File: src/hdl/grt_pkg.sv
package grt_pkg;

	localparam int SAMPLE_W   = 16;
	localparam int GAIN_W     = 32;
	localparam int FRAMES_W   = 16;
	localparam int CFG_IDX_W  = 3;
	localparam int CFG_DATA_W = 32;
	localparam int PROD_W     = SAMPLE_W + GAIN_W;
	localparam int ROUND_SHIFT = 28;

	localparam logic [CFG_IDX_W-1:0] CFG_BLOCK_FRAMES  = 3'd0;
	localparam logic [CFG_IDX_W-1:0] CFG_RAMP_FRAMES   = 3'd1;
	localparam logic [CFG_IDX_W-1:0] CFG_START_GAIN    = 3'd2;
	localparam logic [CFG_IDX_W-1:0] CFG_GAIN_STEP     = 3'd3;
	localparam logic [CFG_IDX_W-1:0] CFG_CONSTANT_GAIN = 3'd4;
	localparam logic [CFG_IDX_W-1:0] CFG_SILENCE       = 3'd5;

	// Unity gain in Q4.28
	localparam logic signed [GAIN_W-1:0] GAIN_UNITY = 32'sh1000_0000;
	localparam logic signed [GAIN_W-1:0] GAIN_MAX   = 32'sh7FFF_FFFF;
	localparam logic signed [GAIN_W-1:0] GAIN_MIN   = 32'sh8000_0000;
	localparam logic signed [SAMPLE_W-1:0] SAMPLE_MAX = 16'sh7FFF;
	localparam logic signed [SAMPLE_W-1:0] SAMPLE_MIN = 16'sh8000;

	typedef struct packed {
		logic signed [GAIN_W-1:0] gain;
		logic                     zero;
		logic                     last;
		logic                     err;
	} grt_ctrl_t;

endpackage

File: src/hdl/grt_ctrl.sv
module grt_ctrl #(
	parameter int COUNT_WIDTH = 16
) (
	input  logic                          clk,
	input  logic                          arst_n,
	input  logic                          cfg_we,
	input  logic [grt_pkg::CFG_IDX_W-1:0]  cfg_index,
	input  logic [grt_pkg::CFG_DATA_W-1:0] cfg_data,
	input  logic                          advance,
	output grt_pkg::grt_ctrl_t            ctrl
);
	import grt_pkg::*;

	localparam int CMP_W = ((COUNT_WIDTH > FRAMES_W) ? COUNT_WIDTH : FRAMES_W) + 1;

	logic [FRAMES_W-1:0]      block_frames_q;
	logic [FRAMES_W-1:0]      ramp_frames_q;
	logic signed [GAIN_W-1:0] start_gain_q;
	logic signed [GAIN_W-1:0] gain_step_q;
	logic signed [GAIN_W-1:0] constant_gain_q;
	logic                     silence_q;

	logic [COUNT_WIDTH-1:0]   frame_index_q;
	logic signed [GAIN_W-1:0] ramp_gain_q;

	logic [FRAMES_W-1:0]      blen;
	logic                     err;
	logic [CMP_W-1:0]         fi_ext;
	logic [CMP_W-1:0]         fi_inc;
	logic                     last;
	logic                     use_ramp;
	logic signed [GAIN_W-1:0] gain_cur;
	logic [GAIN_W:0]          gain_sum;
	logic signed [GAIN_W-1:0] gain_sat;
	logic signed [GAIN_W-1:0] gain_next;
	logic [COUNT_WIDTH-1:0]   frame_next;

	always_comb begin
		blen     = (block_frames_q == '0) ? FRAMES_W'(1) : block_frames_q;
		err      = ramp_frames_q > blen;
		fi_ext   = CMP_W'(frame_index_q);
		fi_inc   = fi_ext + CMP_W'(1);
		last     = fi_inc >= CMP_W'(blen);
		gain_cur = (frame_index_q == '0) ? start_gain_q : ramp_gain_q;
		use_ramp = !err && !silence_q && (fi_ext < CMP_W'(ramp_frames_q));

		gain_sum = {gain_cur[GAIN_W-1], gain_cur} + {gain_step_q[GAIN_W-1], gain_step_q};
		if (gain_sum[GAIN_W] != gain_sum[GAIN_W-1]) begin
			gain_sat = gain_sum[GAIN_W] ? GAIN_MIN : GAIN_MAX;
		end else begin
			gain_sat = gain_sum[GAIN_W-1:0];
		end

		gain_next  = use_ramp ? gain_sat : gain_cur;
		frame_next = last ? '0 : fi_inc[COUNT_WIDTH-1:0];

		ctrl.gain = use_ramp ? gain_cur : constant_gain_q;
		ctrl.zero = err || silence_q;
		ctrl.last = last;
		ctrl.err  = err;
	end

	always_ff @(posedge clk or negedge arst_n) begin
		if (!arst_n) begin
			block_frames_q  <= FRAMES_W'(1);
			ramp_frames_q   <= '0;
			start_gain_q    <= GAIN_UNITY;
			gain_step_q     <= '0;
			constant_gain_q <= GAIN_UNITY;
			silence_q       <= 1'b0;
		end else if (cfg_we) begin
			case (cfg_index)
				CFG_BLOCK_FRAMES:  block_frames_q  <= cfg_data[FRAMES_W-1:0];
				CFG_RAMP_FRAMES:   ramp_frames_q   <= cfg_data[FRAMES_W-1:0];
				CFG_START_GAIN:    start_gain_q    <= cfg_data[GAIN_W-1:0];
				CFG_GAIN_STEP:     gain_step_q     <= cfg_data[GAIN_W-1:0];
				CFG_CONSTANT_GAIN: constant_gain_q <= cfg_data[GAIN_W-1:0];
				CFG_SILENCE:       silence_q       <= cfg_data[0];
				default: ;
			endcase
		end
	end

	always_ff @(posedge clk or negedge arst_n) begin
		if (!arst_n) begin
			frame_index_q <= '0;
			ramp_gain_q   <= '0;
		end else if (advance) begin
			frame_index_q <= frame_next;
			ramp_gain_q   <= gain_next;
		end
	end

endmodule

File: src/hdl/grt_scale.sv
module grt_scale (
	input  logic signed [grt_pkg::SAMPLE_W-1:0] sample,
	input  logic signed [grt_pkg::GAIN_W-1:0]   gain,
	input  logic                               zero,
	output logic signed [grt_pkg::SAMPLE_W-1:0] result
);
	import grt_pkg::*;

	localparam int Q_W = PROD_W - ROUND_SHIFT;
	localparam logic signed [PROD_W-1:0] ROUND_BIAS = PROD_W'(1) << (ROUND_SHIFT - 1);

	logic signed [PROD_W-1:0] prod;
	logic signed [PROD_W-1:0] rounded;
	logic [Q_W-1:0]           q;

	// Q1.15 x Q4.28, round half up, floor shift back to Q1.15
	always_comb begin
		prod    = PROD_W'(sample) * PROD_W'(gain);
		rounded = prod + ROUND_BIAS;
		q       = rounded[PROD_W-1:ROUND_SHIFT];
		if (zero) begin
			result = '0;
		end else if (!q[Q_W-1] && (|q[Q_W-2:SAMPLE_W-1])) begin
			result = SAMPLE_MAX;
		end else if (q[Q_W-1] && !(&q[Q_W-2:SAMPLE_W-1])) begin
			result = SAMPLE_MIN;
		end else begin
			result = q[SAMPLE_W-1:0];
		end
	end

endmodule

File: src/hdl/gain_ramp_then_hold.sv
// Linear gain ramp, then hold.
// Input stream s_axis carries one signed Q1.15 sample per transfer; output
// stream m_axis returns one scaled sample per input, with tlast marking the
// last sample of a block and tuser flagging a ramp longer than the block.
// Gains, ramp length, block length and silence are set through the write
// port (cfg_we, cfg_index, cfg_data); the user must write them only while
// the stream is idle; the block itself does not enforce this. Pipeline: one
// control/input stage, then multiply, round and saturate into the output
// register. Throughput: one sample per cycle while the receiver keeps up;
// the ramp gain and frame counter update on each input transfer.
// Reset clears the frame counter and ramp gain and loads the register
// defaults (block of one, unity gains, no ramp, silence off).
// When the receiver stalls, the output register holds and the input stage
// fills; s_axis_tready then drops until the output is taken, so no sample
// is lost or repeated.
module gain_ramp_then_hold #(
	parameter int COUNT_WIDTH = 16
) (
	input  logic                          clk,
	input  logic                          arst_n,
	input  logic                          cfg_we,
	input  logic [grt_pkg::CFG_IDX_W-1:0]  cfg_index,
	input  logic [grt_pkg::CFG_DATA_W-1:0] cfg_data,
	input  logic                          s_axis_tvalid,
	output logic                          s_axis_tready,
	input  logic [15:0]                   s_axis_tdata,  // [15:0] sample_in
	output logic                          m_axis_tvalid,
	input  logic                          m_axis_tready,
	output logic [15:0]                   m_axis_tdata,  // [15:0] sample_out
	output logic                          m_axis_tlast,  // end_of_block
	output logic                          m_axis_tuser   // [0] config_error
);
	import grt_pkg::*;

	grt_ctrl_t                  ctrl;
	logic                       in_xfer;
	logic                       adv_out;
	logic                       adv_s1;

	logic                       valid_s1;
	logic signed [SAMPLE_W-1:0] sample_s1;
	grt_ctrl_t                  ctrl_s1;

	logic signed [SAMPLE_W-1:0] scaled;

	logic                       out_valid_q;
	logic signed [SAMPLE_W-1:0] out_sample_q;
	logic                       out_last_q;
	logic                       out_err_q;

	assign adv_out       = !out_valid_q || m_axis_tready;
	assign adv_s1        = !valid_s1 || adv_out;
	assign s_axis_tready = adv_s1;
	assign in_xfer       = s_axis_tvalid && adv_s1;

	grt_ctrl #(
		.COUNT_WIDTH(COUNT_WIDTH)
	) u_ctrl (
		.clk      (clk),
		.arst_n   (arst_n),
		.cfg_we   (cfg_we),
		.cfg_index(cfg_index),
		.cfg_data (cfg_data),
		.advance  (in_xfer),
		.ctrl     (ctrl)
	);

	always_ff @(posedge clk or negedge arst_n) begin
		if (!arst_n) begin
			valid_s1 <= 1'b0;
		end else if (adv_s1) begin
			valid_s1 <= s_axis_tvalid;
		end
	end

	always_ff @(posedge clk) begin
		if (in_xfer) begin
			sample_s1 <= s_axis_tdata;
			ctrl_s1   <= ctrl;
		end
	end

	grt_scale u_scale (
		.sample(sample_s1),
		.gain  (ctrl_s1.gain),
		.zero  (ctrl_s1.zero),
		.result(scaled)
	);

	always_ff @(posedge clk or negedge arst_n) begin
		if (!arst_n) begin
			out_valid_q <= 1'b0;
		end else if (adv_out) begin
			out_valid_q <= valid_s1;
		end
	end

	always_ff @(posedge clk) begin
		if (adv_out && valid_s1) begin
			out_sample_q <= scaled;
			out_last_q   <= ctrl_s1.last;
			out_err_q    <= ctrl_s1.err;
		end
	end

	assign m_axis_tvalid = out_valid_q;
	assign m_axis_tdata  = out_sample_q;
	assign m_axis_tlast  = out_last_q;
	assign m_axis_tuser  = out_err_q;

endmodule

File: config.mk
export PLATFORM = sky130hd
export DESIGN_NAME = gain_ramp_then_hold
export DESIGN_NICKNAME = d
export VERILOG_FILES = /design/src/hdl/grt_pkg.sv /design/src/hdl/grt_ctrl.sv /design/src/hdl/grt_scale.sv /design/src/hdl/gain_ramp_then_hold.sv
export SDC_FILE = /design/constraint.sdc
export NUM_CORES = 2
export LEC_CHECK = 0
export BUFFER_PORTS_ARGS = -buffer_cell sky130_fd_sc_hd__buf_2
export CAP_MARGIN = 0
export CORE_MARGIN = 2
export CORE_UTILIZATION = 30
export DETAILED_ROUTE_END_ITERATION = 16
export PLACE_DENSITY = 0.56
export SLEW_MARGIN = 20
export SYNTH_ARGS = -nofsm -noshare
export SYNTH_HDL_FRONTEND = slang
export SYNTH_SLANG_ARGS = --single-unit
File: constraint.sdc
create_clock -name clk -period 19.74 [get_ports clk]
set_input_delay 1.974 -clock clk [delete_from_list [all_inputs] [get_ports clk]]
set_output_delay 1.974 -clock clk [all_outputs]
set_load 0.02 [all_outputs]
==> impl_metrics.yaml <==
sta:
  fin_crit_sh: 0.3886
  setup-tns-final_ns: 0
  hold_viol_final: 0
  max_freq_mhz: 130.3
  rsz0062_at_grt: "false"
  skew_ns: 0.01928
  worstMarginPinSlew_ns: 0.9790
  drv_slew: 0
  relSlewSlack: 0.3304
  setup_viol: 0
  fin_crit_ns: 7.672
clocking:
  cts_resized: 0
  hold_buffers: 0
  clk_latency_ns: 0.60
  cts_tree: "done"
  cts.path.max_buffers: 3
  cts_sinks: 248
  numCtsBuffers: 29
  post_cts_buffers: 0
  h-tree-depth: 1
  cts-root-buf: "clkbuf_16"
  clk_pin_slew_ns: 0.07
layout:
  nets: 3909
  drive_gt1_frac: 0.1044
  areaGrowthSynthToFinish_pct: 9.250
  multi_input_area_um2: 21000
  stdcell_area_um2: 33290
  register_area_um2: 6555
  n_antenna_cell: 0
  fill_cells: 10490
global_routing:
  grt_pass1_vias: 23120
  grt_max_degree: 101
  overflow: 0
  grt_usage: 0.1576
  grt_pass1_wl_um: 128900
  antenna_found_initial: 3
outcome:
  outcome: "complete, no violations"
critical_path:
  crit_chain: "clkinv_1 > buf_4 > nor2_1 > fa_1 > fa_1 > fa_1 > fa_1 > fa_1 > inv_1 > fa_1 > inv_1 > ha_1 > a21oi_1 > o211ai_1 > o21ai_0 > nand4_1 > o2111ai_2 > a32oi_1 > xnor2_1 > a41oi_1 > nor2_2 > a21o_1"
  max_stage_delay_ns: 0.75
  cpMaxStageDelayCell: "edfxtp_1"
  path_depth: 22
  crit_top_cell: "fa_1"
  crit_type: "reg2reg"
  crit_buf_inv: 4
  crit_fanout: 27
  cp.arrival_ns: 8.13
  cp-start-kind: "register"
  r2r_cells: 22
  end_kind: "register"
  worstPathRequired_ns: 20.20
  crit_family: "adder cells"
synth:
  synthMuxAreaShare: 0.05686
  synth-simple-area-share: 0.1348
  async_reset_ff_frac: 0.7218
  synth-adder-area-share: 0.3981
  syn_area_um2: 30480
  yosysSeqAreaShare: 0.2151
  synth_top_family_by_area: "adder cells"
  synthXorXnorAreaFrac: 0.01609
  ys_types: 81
  synth_compound_area_frac: 0.08252
  syn-num-nets: 3893
  synth_seq_cells: 248
  syn_inst: 3159
  avgSynthCellArea_um2: 9.647
  ys_warn_count: 0
  ys.flop_type: "dfrtp_1"
  synth_edf_count: 69
detailed_routing:
  wirelength_um: 78980
  drc: 0
  wl_per_cell_um: 17.34
  vias: 21450
  via_per_inst: 4.709
  firstDrtPassIters: 5
  ant_nets: 0
  drt_iter0_drc: 1081
placement:
  placed_area_um2: 32290
  io_buffers: 75
  gp_congestion: 0.8393
  dp_hpwl_um: 59430
floorplan:
  rows: 116
  die_width_um: 322.7
  fp.coreArea_um2: 100400
  fp.dieArea_um2: 104200
  ios: 76
  die_h_um: 322.7
  initial_utilization: 0.3034
worst_hold_path:
  hp-class: "reg2reg"
  hold_depth: 0
flow_run:
  drv_cap: 0
worst paths after layout:
path,start,to,slack [ns]
min in group asynchronous,arst_n,u_ctrl.constant_gain_q[14],1.50
min reg2reg,ctrl_s1[0],m_axis_tuser,0.43
max in group asynchronous,arst_n,u_ctrl.frame_index_q[4],16.98
max,sample_s1[15],m_axis_tdata[3],12.07
max reg2reg,sample_s1[15],m_axis_tdata[3],12.07
min,ctrl_s1[0],m_axis_tuser,0.43
logic make-up (layout without fill, tap and decap cells):
family,count (synthesis),count (layout)
simple gates,861,861
xor+xnor,56,56
mux,155,155
buf+inv,761,800
fa+ha+maj,678,678
flops,248,248
compound gates,400,400
metal layers:
metal,global-route usage,share of wire
met2,0.2736,0.49
met3,0.01645,0.043
met1,0.2085,0.44
met4,0.04320,0.026
met5,0,0
placed cells by master, fill, tap and decap left out, types with 24 or more instances in the layout:
cell type | netlist | final
inv_1 | 633 | 633
o21ai_0 | 123 | 123
buf_4 | 3 | 35
edfxtp_1 | 69 | 69
xnor2_1 | 32 | 32
clkbuf_16 | 0 | 31
nand2_1 | 419 | 418
a21oi_1 | 117 | 117
ha_1 | 192 | 192
nor2_1 | 96 | 96
fa_1 | 486 | 486
mux2_2 | 145 | 145
buf_2 | 5 | 74
a21o_1 | 47 | 47
nand3_1 | 28 | 28
and2_1 | 191 | 191
dfrtp_1 | 176 | 176
xor2_1 | 24 | 24
cell type report:
type                            count  area share
Inverter                          635     0.07166
Timing Repair Buffer              111     0.01969
Tap cell                         1357     0.05100
Sequential cell                   248      0.1969
Clock inverter                     11    0.003533
Clock buffer                       43     0.02646
Multi-Input combinational cell   2150      0.6308
Yosys cell counts (all sizes together), types with 4 or more instances:
master  number  share of area
o21bai       8         0.0025
nor2        98          0.013
a311oi       4         0.0014
ha         192          0.079
buf         18         0.0050
nand3b       7         0.0017
nor2b       11         0.0023
and2       191          0.039
nand4       16         0.0033
clkbuf     108          0.013
a31oi        7         0.0016
nand2b      21         0.0043
a21o        47          0.012
fa         486           0.32
a211o        5         0.0014
nor3b        4        0.00099
a211oi      11         0.0034
o31ai        4         0.0011
and3        10         0.0021
a21oi      117          0.019
o21ai      141          0.023
nand2      419          0.052
o21a         7         0.0017
xnor2       32         0.0092
mux2i       10         0.0033
inv        633          0.078
or3         20         0.0041
a221oi       4         0.0016
xor2        24         0.0069
edfxtp      69          0.068
nand3       28         0.0046
o221ai       4         0.0011
nor4         6         0.0012
dfrtp      176           0.14
o211ai      13         0.0038
nor3        16         0.0026
mux2       145          0.054
registers in the layout, indices dropped and copies added (netlist names), 16 cells and up:
| signal | count |
|---|---|
| ctrl_s1 | 35 |
| m_axis_tdata | 16 |
| sample_s1 | 16 |
| u_ctrl.block_frames_q | 16 |
| u_ctrl.constant_gain_q | 32 |
| u_ctrl.frame_index_q | 16 |
| u_ctrl.gain_step_q | 32 |
| u_ctrl.ramp_frames_q | 16 |
| u_ctrl.ramp_gain_q | 32 |
| u_ctrl.start_gain_q | 32 |
metrics by stage:
step           worst slack, ns    util  std cells  hold slack, ns
6_report                 12.07  0.3315       4555          0.4337
5_1_grt                  11.71  0.3315       4555          0.4416
4_1_cts                  12.03  0.3315       4555          0.4363
3_5_place_dp             12.04  0.3215       4501          0.4368
3_3_place_gp             12.18  0.3215       4501          0.4391
2_1_floorplan            13.11       -       3159          0.4003
Power is left out: the tool's default activity adds up to more than one toggle a clock period on the data nets, which glitch-free logic cannot reach.
